### src/rtl/smap_pkg.sv
// Shared types, codes and defaults for the shaded sprite column mapper.
`timescale 1ns / 1ps
package smap_pkg;

  localparam int FRAC_BITS_DEF      = 20;
  localparam int WIDE_THRESHOLD_DEF = 256;

  localparam logic [6:0] NO_COLUMN  = 7'h7F;
  localparam logic [9:0] RUN_MAX    = 10'd1023;
  localparam logic [5:0] SHADE_TOP  = 6'd63;

  localparam logic [9:0]  VIEW_WIDTH_RST   = 10'd320;
  localparam logic [14:0] MAX_HALF_RST     = 15'd4096;
  localparam logic [11:0] NORMAL_SHADE_RST = 12'd48;
  localparam logic [5:0]  SHADE_BASE_RST   = 6'd1;

  typedef enum logic [1:0] {
    FUNC_START  = 2'd0,
    FUNC_COLUMN = 2'd1,
    FUNC_END    = 2'd2
  } func_t;

  typedef enum logic [1:0] {
    CFG_VIEW_WIDTH   = 2'd0,
    CFG_MAX_HALF     = 2'd1,
    CFG_NORMAL_SHADE = 2'd2,
    CFG_SHADE_BASE   = 2'd3
  } cfg_idx_t;

  typedef enum logic [2:0] {
    S_IDLE,
    S_SPAN,
    S_CHECK,
    S_DIV_STEP,
    S_DIV_SHADE,
    S_FRAC,
    S_REPORT
  } state_t;

  typedef struct packed {
    logic start_load;
    logic col_en;
    logic end_en;
    logic span_en;
    logic reject;
    logic div_go;
    logic div_sel_shade;
    logic step_save;
    logic shade_save;
    logic frac_en;
    logic finish;
  } smap_cmd_t;

  typedef struct packed {
    logic out_free;
    logic active;
    logic reject;
    logic div_done;
  } smap_status_t;

endpackage

### src/rtl/smap_div.sv
// Restoring divider, one quotient bit per cycle.
`timescale 1ns / 1ps
module smap_div import smap_pkg::*; #(
  parameter int DW = FRAC_BITS_DEF + 9
) (
  input  logic          clk,
  input  logic          rst,
  input  logic          go,
  input  logic [DW-1:0] dividend,
  input  logic [15:0]   divisor,
  output logic [DW-1:0] quo,
  output logic          done
);

  localparam int CW = $clog2(DW + 1);

  logic          busy;
  logic [CW-1:0] cnt;
  logic [15:0]   rem;
  logic [15:0]   dsr;
  logic [16:0]   trial;
  logic          ge;

  assign trial = {rem, quo[DW-1]};
  assign ge    = trial >= {1'b0, dsr};

  always_ff @(posedge clk) begin
    if (rst) begin
      busy <= 1'b0;
      done <= 1'b0;
    end else begin
      done <= 1'b0;
      if (go) begin
        busy <= 1'b1;
      end else if (busy && cnt == CW'(1)) begin
        busy <= 1'b0;
        done <= 1'b1;
      end
    end
  end

  always_ff @(posedge clk) begin
    if (go) begin
      cnt <= CW'(DW);
      quo <= dividend;
      rem <= '0;
      dsr <= divisor;
    end else if (busy) begin
      cnt <= cnt - CW'(1);
      rem <= ge ? 16'(trial - {1'b0, dsr}) : trial[15:0];
      quo <= {quo[DW-2:0], ge};
    end
  end

  assert property (@(posedge clk) disable iff (rst) done |-> !busy)
    else $error("divider done while busy");
  assert property (@(posedge clk) disable iff (rst) busy && !go |-> cnt != '0)
    else $error("divider count underflow");
  assert property (@(posedge clk) disable iff (rst) done |=> !done || $past(go, 1))
    else $error("divider done longer than one cycle");

endmodule

### src/rtl/smap_ctrl.sv
// Controller state machine: request sequencing and sprite setup steps.
`timescale 1ns / 1ps
module smap_ctrl import smap_pkg::*; (
  input  logic         clk,
  input  logic         rst,
  input  logic         in_valid,
  input  logic [1:0]   func,
  output logic         in_ready,
  input  smap_status_t status,
  output smap_cmd_t    cmd
);

  state_t state, state_next;
  logic   accept;

  assign accept = in_valid && in_ready;

  always_ff @(posedge clk) begin
    if (rst) begin
      state <= S_IDLE;
    end else begin
      state <= state_next;
    end
  end

  always_comb begin
    state_next = state;
    unique case (state)
      S_IDLE:      if (accept && func == FUNC_START) state_next = S_SPAN;
      S_SPAN:      state_next = S_CHECK;
      S_CHECK:     state_next = status.reject ? S_IDLE : S_DIV_STEP;
      S_DIV_STEP:  if (status.div_done) state_next = S_DIV_SHADE;
      S_DIV_SHADE: if (status.div_done) state_next = S_FRAC;
      S_FRAC:      state_next = S_REPORT;
      S_REPORT:    state_next = S_IDLE;
      default:     state_next = S_IDLE;
    endcase
  end

  always_comb begin
    cmd      = '0;
    in_ready = 1'b0;
    unique case (state)
      S_IDLE: begin
        in_ready       = status.out_free;
        cmd.start_load = accept && func == FUNC_START;
        cmd.col_en     = accept && func == FUNC_COLUMN && status.active;
        cmd.end_en     = accept && func == FUNC_END && status.active;
      end
      S_SPAN: cmd.span_en = 1'b1;
      S_CHECK: begin
        cmd.reject = status.reject;
        cmd.div_go = !status.reject;
      end
      S_DIV_STEP: begin
        cmd.step_save     = status.div_done;
        cmd.div_go        = status.div_done;
        cmd.div_sel_shade = 1'b1;
      end
      S_DIV_SHADE: cmd.shade_save = status.div_done;
      S_FRAC:      cmd.frac_en = 1'b1;
      S_REPORT:    cmd.finish = 1'b1;
      default: ;
    endcase
  end

  assert property (@(posedge clk) disable iff (rst) state != S_IDLE |-> !in_ready)
    else $error("request taken outside idle");
  assert property (@(posedge clk) disable iff (rst) state == S_REPORT |=> state == S_IDLE)
    else $error("report step not followed by idle");
  assert property (@(posedge clk) disable iff (rst)
    accept && func == FUNC_START |=> state == S_SPAN)
    else $error("start request did not begin setup");

endmodule

### src/rtl/smap_dp.sv
// Datapath: config registers, sprite setup math, column walk and result register.
`timescale 1ns / 1ps
module smap_dp import smap_pkg::*; #(
  parameter int FRAC_BITS      = FRAC_BITS_DEF,
  parameter int WIDE_THRESHOLD = WIDE_THRESHOLD_DEF
) (
  input  logic               clk,
  input  logic               rst,
  input  smap_cmd_t          cmd,
  output smap_status_t       status,
  input  logic               cfg_valid,
  input  logic [1:0]         cfg_index,
  input  logic [14:0]        cfg_data,
  input  logic signed [11:0] x_center,
  input  logic [15:0]        height,
  input  logic [5:0]         left_pix,
  input  logic [5:0]         right_pix,
  input  logic signed [7:0]  lighting,
  input  logic [15:0]        wall_height,
  output logic               out_valid,
  input  logic               out_ready,
  output logic               kind,
  output logic               visible,
  output logic [9:0]         first_col,
  output logic [9:0]         last_col,
  output logic [5:0]         shade_index,
  output logic [9:0]         run_x,
  output logic [9:0]         run_width,
  output logic [5:0]         tex_column,
  output logic [13:0]        post_height
);

  localparam int SW  = FRAC_BITS + 17;     // span sum width
  localparam int XW  = 17;                 // screen column before clipping
  localparam int DW  = FRAC_BITS + 9;      // divider width
  localparam int QW  = FRAC_BITS + 8;      // step width
  localparam int PW  = XW + QW;            // clipped-left fraction product
  localparam int CRW = 32 - FRAC_BITS;     // integer part of texel position

  // configuration
  logic [9:0]  view_width;
  logic [14:0] max_half_height;
  logic [11:0] normal_shade;
  logic [5:0]  shade_base;

  always_ff @(posedge clk) begin
    if (rst) begin
      view_width      <= VIEW_WIDTH_RST;
      max_half_height <= MAX_HALF_RST;
      normal_shade    <= NORMAL_SHADE_RST;
      shade_base      <= SHADE_BASE_RST;
    end else if (cfg_valid) begin
      unique case (cfg_idx_t'(cfg_index))
        CFG_VIEW_WIDTH:   view_width      <= cfg_data[9:0];
        CFG_MAX_HALF:     max_half_height <= cfg_data[14:0];
        CFG_NORMAL_SHADE: normal_shade    <= cfg_data[11:0];
        CFG_SHADE_BASE:   shade_base      <= cfg_data[5:0];
        default: ;
      endcase
    end
  end

  // start request, height doubles as the saved sprite height
  logic signed [11:0] xc_q;
  logic [15:0]        h_q;
  logic [5:0]         lp_q, rp_q;
  logic signed [7:0]  light_q;

  always_ff @(posedge clk) begin
    if (cmd.start_load) begin
      xc_q    <= x_center;
      h_q     <= height;
      lp_q    <= left_pix;
      rp_q    <= right_pix;
      light_q <= lighting;
    end
  end

  // span: floor((xc<<F) - (h<<(F-3)) + half + pix*h<<(F-8)) >> F
  logic [21:0]        lph, rph;
  logic signed [SW-1:0] base_s, x1_sum, x2_sum;
  logic signed [XW-1:0] x1_q, x2_q, vw_s;
  logic               hbad_q;

  assign lph    = 22'(lp_q) * 22'(h_q);
  assign rph    = 22'(rp_q) * 22'(h_q);
  assign base_s = (SW'(xc_q) <<< FRAC_BITS)
                - (signed'(SW'(h_q)) <<< (FRAC_BITS - 3))
                + (SW'(1) <<< (FRAC_BITS - 1));
  assign x1_sum = base_s + (signed'(SW'(lph)) <<< (FRAC_BITS - 8));
  assign x2_sum = base_s + (signed'(SW'(rph)) <<< (FRAC_BITS - 8));
  assign vw_s   = signed'(XW'(view_width));

  always_ff @(posedge clk) begin
    if (cmd.span_en) begin
      x1_q   <= XW'(x1_sum >>> FRAC_BITS);
      x2_q   <= XW'(x2_sum >>> FRAC_BITS);
      hbad_q <= (h_q[15:1] > max_half_height) || (h_q[15:1] == 15'd0);
    end
  end

  // shared divider: texel step, then shade steps
  logic [DW-1:0] div_dividend, div_quo;
  logic [15:0]   div_divisor;
  logic [11:0]   ns_eff;
  logic [18:0]   shade_num;
  logic          div_done;

  assign ns_eff       = (normal_shade == 12'd0) ? 12'd1 : normal_shade;
  assign shade_num    = 19'(h_q[15:3]) * 19'(SHADE_TOP);
  assign div_dividend = cmd.div_sel_shade ? DW'(shade_num) : (DW'(1) << QW);
  assign div_divisor  = cmd.div_sel_shade ? 16'(ns_eff) : h_q;

  smap_div #(.DW(DW)) u_div (
    .clk      (clk),
    .rst      (rst),
    .go       (cmd.div_go),
    .dividend (div_dividend),
    .divisor  (div_divisor),
    .quo      (div_quo),
    .done     (div_done)
  );

  logic [31:0] step_q;   // also the live texel step while active
  logic [18:0] shq;
  logic [31:0] frac_q;
  logic [XW-1:0] neg_x1;
  logic [PW-1:0] frac_prod;

  assign neg_x1    = XW'(-x1_q);
  assign frac_prod = PW'(neg_x1) * PW'(step_q[QW-1:0]);

  always_ff @(posedge clk) begin
    if (cmd.step_save)  step_q <= 32'(div_quo);
    if (cmd.shade_save) shq    <= 19'(div_quo);
    if (cmd.frac_en) begin
      if (x1_q[XW-1]) begin
        frac_q <= (frac_prod[PW-1:32] != '0) ? 32'hFFFF_FFFF : frac_prod[31:0];
      end else begin
        frac_q <= step_q >> 1;
      end
    end
  end

  // report fields
  logic [9:0]        rep_first, rep_last;
  logic signed [20:0] sh_s;
  logic [5:0]        rep_shade;

  assign rep_first = x1_q[XW-1] ? 10'd0 : x1_q[9:0];
  assign rep_last  = (x2_q >= vw_s) ? view_width - 10'd1 : x2_q[9:0];
  assign sh_s      = signed'(21'(shade_base)) - signed'(21'(shq)) + 21'(light_q);

  always_comb begin
    if (sh_s < 0)             rep_shade = 6'd0;
    else if (sh_s > 21'sd63)  rep_shade = SHADE_TOP;
    else                      rep_shade = sh_s[5:0];
  end

  // column walk state
  logic          active, wide_mode;
  logic [6:0]    prev_column, prev_next;
  logic [9:0]    run_count, rc_next;
  logic [9:0]    cur_x, run_start, rs_next;
  logic [31:0]   tex_position;
  logic [5:0]    tex_limit;
  logic [CRW-1:0] col_raw;
  logic [5:0]    col;
  logic          hidden, pending;
  logic          emit;
  logic [9:0]    e_x, e_w;
  logic [5:0]    e_col;

  assign col_raw = tex_position[31:FRAC_BITS];
  assign col     = (col_raw > CRW'(tex_limit)) ? tex_limit : col_raw[5:0];
  assign hidden  = wall_height > h_q;
  assign pending = !prev_column[6];

  always_comb begin
    emit      = 1'b0;
    e_x       = run_start;
    e_w       = run_count;
    e_col     = prev_column[5:0];
    prev_next = prev_column;
    rc_next   = run_count;
    rs_next   = run_start;
    if (cmd.col_en) begin
      if (!wide_mode) begin
        emit  = !hidden;
        e_x   = cur_x;
        e_w   = 10'd1;
        e_col = col;
      end else if (hidden) begin
        emit      = pending;
        rc_next   = 10'd1;
        prev_next = NO_COLUMN;
      end else if ({1'b0, col} == prev_column) begin
        if (run_count < RUN_MAX) rc_next = run_count + 10'd1;
      end else begin
        emit      = pending;
        rs_next   = cur_x;
        rc_next   = 10'd1;
        prev_next = {1'b0, col};
      end
    end else if (cmd.end_en) begin
      emit = wide_mode && pending;
    end
  end

  always_ff @(posedge clk) begin
    if (rst) begin
      active      <= 1'b0;
      wide_mode   <= 1'b0;
      prev_column <= NO_COLUMN;
      run_count   <= 10'd1;
    end else begin
      if (cmd.start_load || cmd.end_en) begin
        active      <= 1'b0;
        prev_column <= NO_COLUMN;
        run_count   <= 10'd1;
      end
      if (cmd.finish) begin
        active    <= 1'b1;
        wide_mode <= h_q > 16'(WIDE_THRESHOLD);
      end
      if (cmd.col_en) begin
        prev_column <= prev_next;
        run_count   <= rc_next;
      end
    end
  end

  always_ff @(posedge clk) begin
    if (cmd.finish) begin
      cur_x        <= rep_first;
      tex_position <= frac_q;
      tex_limit    <= (rp_q >= lp_q) ? rp_q - lp_q : 6'd0;
      run_start    <= 10'd0;
    end else if (cmd.col_en) begin
      cur_x        <= cur_x + 10'd1;
      tex_position <= tex_position + step_q;
      run_start    <= rs_next;
    end
  end

  // result register
  logic out_load;

  assign out_load = cmd.finish || cmd.reject || emit;

  always_ff @(posedge clk) begin
    if (rst) begin
      out_valid <= 1'b0;
    end else if (out_load) begin
      out_valid <= 1'b1;
    end else if (out_ready) begin
      out_valid <= 1'b0;
    end
  end

  always_ff @(posedge clk) begin
    if (out_load) begin
      kind        <= emit;
      visible     <= cmd.finish;
      first_col   <= cmd.finish ? rep_first : 10'd0;
      last_col    <= cmd.finish ? rep_last : 10'd0;
      shade_index <= cmd.finish ? rep_shade : 6'd0;
      run_x       <= emit ? e_x : 10'd0;
      run_width   <= emit ? e_w : 10'd0;
      tex_column  <= emit ? e_col : 6'd0;
      post_height <= emit ? h_q[15:2] : 14'd0;
    end
  end

  assign status.out_free = !out_valid || out_ready;
  assign status.active   = active;
  assign status.reject   = hbad_q || (x1_q >= vw_s) || x2_q[XW-1];
  assign status.div_done = div_done;

  assert property (@(posedge clk) disable iff (rst) out_load |-> !out_valid || out_ready)
    else $error("result register overwritten");
  assert property (@(posedge clk) disable iff (rst) !prev_column[6] |-> active)
    else $error("pending run while idle");
  assert property (@(posedge clk) disable iff (rst) run_count != 10'd0)
    else $error("run width zero");

endmodule

### src/rtl/shaded_sprite_column_mapper.sv
// Top level of the shaded sprite column mapper.
`timescale 1ns / 1ps
// Usage:
//  Input channel (in_valid/in_ready): func selects start sprite, next column or
//  end sprite. A start request carries x_center, height, left_pix, right_pix and
//  lighting; a column request carries wall_height of the next screen column.
//  Output channel (out_valid/out_ready): kind 0 is the setup report for a start,
//  kind 1 a draw run. Each request gives zero or one result.
//  Config channel (cfg_valid/cfg_ready, always ready): cfg_index 0..3 writes
//  view_width, max_half_height, normal_shade, shade_base. Write only when idle.
// Timing:
//  One column or end request can be accepted every cycle while the receiver
//  keeps up. The result shows the cycle after acceptance.
//  A start request runs the setup sequence: span, check, two passes of the
//  bit-serial divider, clip fraction and report; a rejected sprite reports
//  from the check step. No new request is taken during setup.
// Reset: synchronous; clears config to defaults, drops any sprite in progress.
// Stall: the single result register holds until taken; in_ready stays low
//  while it is full and not being drained.
module shaded_sprite_column_mapper import smap_pkg::*; #(
  parameter int FRAC_BITS      = FRAC_BITS_DEF,
  parameter int WIDE_THRESHOLD = WIDE_THRESHOLD_DEF
) (
  input  logic               clk,
  input  logic               rst,
  input  logic               in_valid,
  output logic               in_ready,
  input  logic [1:0]         func,
  input  logic signed [11:0] x_center,
  input  logic [15:0]        height,
  input  logic [5:0]         left_pix,
  input  logic [5:0]         right_pix,
  input  logic signed [7:0]  lighting,
  input  logic [15:0]        wall_height,
  output logic               out_valid,
  input  logic               out_ready,
  output logic               kind,
  output logic               visible,
  output logic [9:0]         first_col,
  output logic [9:0]         last_col,
  output logic [5:0]         shade_index,
  output logic [9:0]         run_x,
  output logic [9:0]         run_width,
  output logic [5:0]         tex_column,
  output logic [13:0]        post_height,
  input  logic               cfg_valid,
  output logic               cfg_ready,
  input  logic [1:0]         cfg_index,
  input  logic [14:0]        cfg_data
);

  smap_cmd_t    cmd;
  smap_status_t status;

  // config writes are always accepted and land in the next cycle
  assign cfg_ready = 1'b1;

  smap_ctrl u_ctrl (
    .clk      (clk),
    .rst      (rst),
    .in_valid (in_valid),
    .func     (func),
    .in_ready (in_ready),
    .status   (status),
    .cmd      (cmd)
  );

  smap_dp #(
    .FRAC_BITS      (FRAC_BITS),
    .WIDE_THRESHOLD (WIDE_THRESHOLD)
  ) u_dp (
    .clk         (clk),
    .rst         (rst),
    .cmd         (cmd),
    .status      (status),
    .cfg_valid   (cfg_valid),
    .cfg_index   (cfg_index),
    .cfg_data    (cfg_data),
    .x_center    (x_center),
    .height      (height),
    .left_pix    (left_pix),
    .right_pix   (right_pix),
    .lighting    (lighting),
    .wall_height (wall_height),
    .out_valid   (out_valid),
    .out_ready   (out_ready),
    .kind        (kind),
    .visible     (visible),
    .first_col   (first_col),
    .last_col    (last_col),
    .shade_index (shade_index),
    .run_x       (run_x),
    .run_width   (run_width),
    .tex_column  (tex_column),
    .post_height (post_height)
  );

endmodule

### config.mk
export PLATFORM = sky130hd
export DESIGN_NAME = shaded_sprite_column_mapper
export DESIGN_NICKNAME = d
export VERILOG_FILES = /design/src/rtl/smap_pkg.sv /design/src/rtl/smap_div.sv /design/src/rtl/smap_ctrl.sv /design/src/rtl/smap_dp.sv /design/src/rtl/shaded_sprite_column_mapper.sv
export SDC_FILE = /design/constraint.sdc
export NUM_CORES = 2
export LEC_CHECK = 0
export ABC_CLOCK_PERIOD_IN_PS = 21400
export BUFFER_PORTS_ARGS = -buffer_cell sky130_fd_sc_hd__buf_2
export CAP_MARGIN = 30
export CORE_ASPECT_RATIO = 0.9
export CORE_MARGIN = 10
export CORE_UTILIZATION = 30
export DETAILED_ROUTE_END_ITERATION = 8
export PLACE_DENSITY = 0.43
export REMOVE_ABC_BUFFERS = 1
export SYNTH_ARGS = -nofsm -noshare
export SYNTH_HDL_FRONTEND = slang
export SYNTH_SLANG_ARGS = --single-unit
export TNS_END_PERCENT = 10
### constraint.sdc
create_clock -name clk -period 21.4 [get_ports clk]
set_input_delay 4.28 -clock clk [delete_from_list [all_inputs] [get_ports clk]]
set_output_delay 4.28 -clock clk [all_outputs]
set_load 0.05 [all_outputs]
# Yosys cells after proc, flatten, opt, wreduce, memory -nomap -nowiden
# Index checks and enable logic that the tools add are counted.
[op_classes]
n_mux = 59
shifts = 0
div = 0
n_eq_ne = 19
mul = 4
bitwise = 3
reduce_logical = 41
order_cmp = 11
addsub = 14
[ops]
columns = ["operator", "count"]
rows = [
  ["10-bit 2-to-1 mux", 14],
  ["32-bit 2-to-1 mux", 3],
  ["29-bit 2-to-1 mux", 3],
  ["37-bit by 35-bit adder with 37-bit output", 2],
  ["17-bit by 28-bit multiplier with 45-bit output", 1],
  ["6-bit by 16-bit multiplier with 22-bit output", 2],
  ["37-bit by 21-bit adder with 37-bit output, second input constant", 1],
  ["7-bit 2-to-1 mux", 5],
  ["32-bit by 34-bit subtractor with 35-bit output", 1],
  ["17-bit by 11-bit greater-or-equal comparator with 1-bit output", 2],
  ["32-bit by 29-bit adder with 32-bit output", 1],
  ["28-bit 2-to-1 mux", 1],
  ["12-bit 2-to-1 mux", 2],
  ["6-bit 2-to-1 mux", 4],
  ["20-bit by 8-bit adder with 21-bit output", 1],
  ["21-bit by 7-bit greater-than comparator with 1-bit output, second input constant", 1],
  ["21-bit by 1-bit < comparator with 1-bit output, second input constant", 1],
  ["10-bit by 1-bit adder with 10-bit output, second input constant", 2],
  ["6-bit by 19-bit subtractor with 20-bit output", 1],
  ["13-bit by 6-bit multiplier with 19-bit output, second input constant", 1],
  ["1-bit 2-to-1 mux", 18],
  ["3-bit case mux with 6 select lines", 1],
  ["17-bit by 16-bit greater-or-equal comparator with 1-bit output", 1],
  ["17-bit negator", 1],
  ["38 further kinds", 81],
]
[totals]
in_bits = 88
mem_count = 0
ramBits = 0
out_inout_bits = 71
latch_bits = 0
mem_bits_ro = 0
register_bits = 423

# Logic depth before layout (Yosys ltp)
[depth]
ltp_word = 11
depth_mapped = 34
ltp_nobuf = 29

# Hierarchy
# Synthesis repeated with hierarchy kept, for this count alone.
[unflattened]
cells_unflattened = 4953
hier_area_um2 = 46059.2
[modules_own_cells]
columns = ["module", "instances", "cells_per_inst", "seq_area_each_um2", "area_each_um2"]
rows = [
  ["smap_dp", 1, 4608, 9839.4, 42180.5],
  ["smap_div", 1, 308, 1811.7, 3574.7],
  ["smap_ctrl", 1, 35, 60.1, 292.8],
  ["shaded_sprite_column_mapper", 1, 2, 0.0, 11.3],
]

# Worst setup path after synthesis
# No wires, ideal clock.
[synth_timing]
path_type = "input -> output"
from = "input out_ready"
to = "output in_ready"
required_ns = 17.120
path_slack_ns = 11.050
stages = 2
arrival_time_ns = 6.070
path_cell_list = "nand2b_1 > nor4b_1"
[synth_between]
elab_chain_len = 2
[synth_rtl]
columns = ["item", "line_no", "source"]
rows = [
  ["start: declaration", "shaded_sprite_column_mapper.sv:36", "input logic out_ready,"],
  ["1-bit logical OR", "smap_dp.sv:275", "assign status.out_free = !out_valid || out_ready;"],
  ["1-bit 2-to-1 mux", "smap_ctrl.sv:43", "unique case (state)"],
  ["end: declaration", "shaded_sprite_column_mapper.sv:27", "output logic in_ready,"],
]
# No other way between the ends.

# Final worst setup path
[layout_timing]
from = "register u_dp.x1_q[4]"
to = "register u_dp.frac_q[18], data pin"
[layout_between]
elab_chain_len = 5
[layout_rtl]
columns = ["item", "line_no", "source"]
rows = [
  ["start: declaration", "smap_dp.sv:82", "logic signed [XW-1:0] x1_q, x2_q, vw_s;"],
  ["start signal: assignment", "smap_dp.sv:96", "x1_q <= XW'(x1_sum >>> FRAC_BITS);"],
  ["17-bit negator (*)", "smap_dp.sv:130", "assign neg_x1 = XW'(-x1_q);"],
  ["17-bit by 28-bit multiplier with 45-bit output (*)", "smap_dp.sv:131", "assign frac_prod = PW'(neg_x1) * PW'(step_q[QW-1:0]);"],
  ["13-bit nonzero test", "smap_dp.sv:138", "frac_q <= (frac_prod[PW-1:32] != '0) ? 32'hFFFF_FFFF : frac_prod[31:0];"],
  ["32-bit 2-to-1 mux (*)", "smap_dp.sv:138", ""],
  ["28-bit 2-to-1 mux (*)", "smap_dp.sv:137", "if (x1_q[XW-1]) begin"],
  ["end signal: assignment", "smap_dp.sv:138", ""],
  ["end signal: assignment", "smap_dp.sv:140", "frac_q <= step_q >> 1;"],
  ["end: declaration", "smap_dp.sv:126", "logic [31:0] frac_q;"],
]
# Mark *: on every way between the ends. The rest lies on a longest branch, timed or not.
# A chain may end at the register's enable or synchronous reset.

==> impl_metrics.env <==
export IMPL_status="finished, final reports clean"
export IMPL_ios=159
export IMPL_cpMostUsedCell="fa_1"
export IMPL_synth_edf_count=324
export IMPL_cts_sinks=423
export IMPL_die_area_sq_mm=0.1696
export IMPL_critPathMaxFanout=32
export IMPL_reg2reg_depth=29
export IMPL_hp_start="u_dp.u_div.quo[23]"
export IMPL_syn_inst=4994
export IMPL_ant_nets=0
export IMPL_cts_tree="yes"
export IMPL_crit_slowest_cell="o41ai_1"
export IMPL_timing_rr_end="u_dp.frac_q[18]"
export IMPL_hold_depth=0
export IMPL_path_class="flop to flop"
export IMPL_dp_cells=7049
export IMPL_slew_limit_headroom_pct=36.02
export IMPL_dr_pass1_iters=5
export IMPL_drc=0
export IMPL_numCtsBuffers=52
export IMPL_max_stage_delay_ps=810
export IMPL_synth_async_reset_ratio_pct=0
export IMPL_drt_wirelength_per_cell_microns=20.49
export IMPL_startpoint_type="flop"
export IMPL_grt_max_degree=68
export IMPL_power_total_uw=7343
export IMPL_rows=136
export IMPL_cts_root_buf="clkbuf_16"
export IMPL_post_route_min_period_ps=9764
export IMPL_fin_tns_setup_ps=0
export IMPL_clk_pin_slew_ps=60
export IMPL_placed_area_sq_mm=0.04959
export IMPL_fmax_ghz=0.1024
export IMPL_final_setup_viol_count=0
export IMPL_antenna_found_initial=9
export IMPL_vdd_drop_max_mv=0.2069
export IMPL_rsz0062_at_grt="false"
export IMPL_synth_area_per_cell_sq_um=9.222
export IMPL_post_route_worst_setup_slack_ps=11640
export IMPL_start_util_pct=30.17
export IMPL_place_congestion=0.8419
export IMPL_min_path_type="flop to flop"
export IMPL_powerDensity_mw_per_mm2=143.2
export IMPL_crit_required_ps=21780
export IMPL_post_cts_buffers=0
export IMPL_worst_pin_slew_ps=955.5
export IMPL_r2r_slack_ps=11640
export IMPL_ys_flop_type="edfxtp_1"
export IMPL_synth_seq_cells=423
export IMPL_grt_pass1_vias=35850
export IMPL_end_kind="flop"
export IMPL_synth_top_area_share_pct=23.47
export IMPL_cp_arrival_ps=10140
export IMPL_ctsHoldBuffers=0
export IMPL_period_share_pct=45.63
export IMPL_fin_area_sq_mm=0.05130
export IMPL_fin_skew_ps=68.44
export IMPL_p_leak_uw=0.02310
export IMPL_ctsResizeCount=0
export IMPL_dp_hpwl_microns=108800
export IMPL_via_per_inst=4.850
export IMPL_yosys_top_cells_area="fa_1, edfxtp_1, ha_1"
export IMPL_r2r_start="u_dp.x1_q[4]"
export IMPL_yosysMostFrequentCell="inv_1"
export IMPL_syn_cell_area_sq_mm=0.04606
export IMPL_pre_cts_slack_ps=11630
export IMPL_grt_overflow_total=0
export IMPL_hold_viol=0
export IMPL_drive_above_1_share_pct=7.500
export IMPL_routed_wl_microns=146500
export IMPL_clkLatencyLatePin_ps=670
export IMPL_yosys_area_top_type="fa_1"
export IMPL_drt_iter0_markers=1955
export IMPL_grt_usage_pct=17.17
export IMPL_whs_endpoint="u_dp.step_q[23]"
export IMPL_htree_levels=2
export IMPL_max_cap_violations=0
export IMPL_vias=34670
export IMPL_syn_to_final_growth_pct=11.38
export IMPL_maxSlewViolCount=0
export IMPL_seq_area_frac_synth_pct=25.43
export IMPL_io_buffer_count=157
export IMPL_die_w_microns=433.0
export IMPL_nets=6134
export IMPL_core_area_sq_mm=0.1526
export IMPL_synth_distinct_cells=87
export IMPL_stdcell_count=7149
export IMPL_fp_dieH_microns=391.7
export IMPL_clock_path_buffers=3
export IMPL_synthTopCellsByCount="inv_1, nand2_1, fa_1"
export IMPL_grt_pass1_wl_microns=224700
export IMPL_synth_warnings=0
==> placed cells by master (no fill, tap or decap), types with 14 or more instances in the layout <==
master	instances
inv_1	782
nand2_1	717
fa_1	540
ha_1	402
edfxtp_1	324
nor2_1	300
and2_1	225
a21oi_1	219
buf_2	158
o21ai_0	148
xnor2_1	129
dfxtp_1	99
a21o_1	95
xor2_1	86
buf_4	82
nor3_1	68
nand3_1	67
clkbuf_16	54
a31oi_1	52
nand2b_1	42
nor2b_1	40
o21a_1	39
a211oi_1	38
mux2i_1	34
nand4_1	32
nor4_1	23
and3_1	19
or3_1	19
o21bai_1	17
clkbuf_1	14
==> sequential cells by signal (all words and copies together), names as in the netlist, 12 cells and up <==
register / flops
u_dp.xc_q: 12
u_dp.max_half_height: 15
u_dp.h_q: 16
u_dp.post_height: 14
u_dp.u_div.quo: 29
u_dp.step_q: 29
u_dp.u_div.rem: 16
u_dp.u_div.dsr: 16
u_dp.normal_shade: 12
u_dp.x2_q: 17
u_dp.shq: 19
u_dp.x1_q: 17
u_dp.tex_position: 32
u_dp.frac_q: 32
==> kinds of logic after synthesis <==
| group | Yosys count | synth area share (%) |
|---|---|---|
| xor+xnor | 229 | 4.355 |
| compound gates | 761 | 10.64 |
| flops | 423 | 25.43 |
| buf+inv | 977 | 7.998 |
| fa+ha+maj | 943 | 34.42 |
| simple gates | 1625 | 16.38 |
| mux | 35 | 0.7634 |
| other cells | 1 | 0.008142 |
==> worst max-delay path: cells and delay by family, from the launching register on <==
| family | cells | cell delay, ps |
|---|---|---|
| adder cells (fa/ha/maj) | 7 | 3540 |
| AND/OR/NAND/NOR | 10 | 2630 |
| AO/OA/AOI/OAI | 6 | 1670 |
| XOR/XNOR | 1 | 140 |
| flip-flops | 1 | 510 |
| buffers and inverters | 5 | 940 |
==> power breakdown <==
group	internal, uW	switching, uW	total (uW)	leakage (uW)
combinational	2130	3360	5490	0.0185
clock	495	391	886	0.000821
sequential	935	29.7	964	0.00376
==> routing by layer <==
metal	vias up	global-route usage [%]	wire (microns)
li1	16530	-	-
met4	2	3.105	2557
met3	152	1.916	6155
met1	17360	23.75	68070
met5	-	0	13
met2	631	29.13	69710
==> worst max-delay path by stage <==
stage          cells after the start          from              end  slack, ps
2_1_floorplan                      2     out_ready         in_ready      11050
3_3_place_gp                      29  u_dp.x1_q[4]   u_dp.frac_q[7]      11660
3_5_place_dp                      29  u_dp.x1_q[4]  u_dp.frac_q[19]      11630
4_1_cts                           29  u_dp.x1_q[4]  u_dp.frac_q[31]      11590
5_1_grt                           29  u_dp.x1_q[4]  u_dp.frac_q[13]      10970
6_report                          29  u_dp.x1_q[4]  u_dp.frac_q[18]      11640
==> through the flow <==
step                hold slack (ps)  utilization [%]
finish                        436.6            33.61
global route                  458.1            33.61
CTS                           442.6            33.60
detailed placement            426.3            32.49
global placement              432.7            32.38
floorplan                     417.4                -
==> layout make-up <==
type,count,area (sq um)
tap,2001,2504
antenna,1,2.502
timing repair buffer,246,1572
clock inverter,22,186.4
clock buffer,76,1514
sequential,423,11710
multi-input combinational,3594,30860
inverter,786,2950
fill,15930,101300
(Power assumes the default switching activity.)
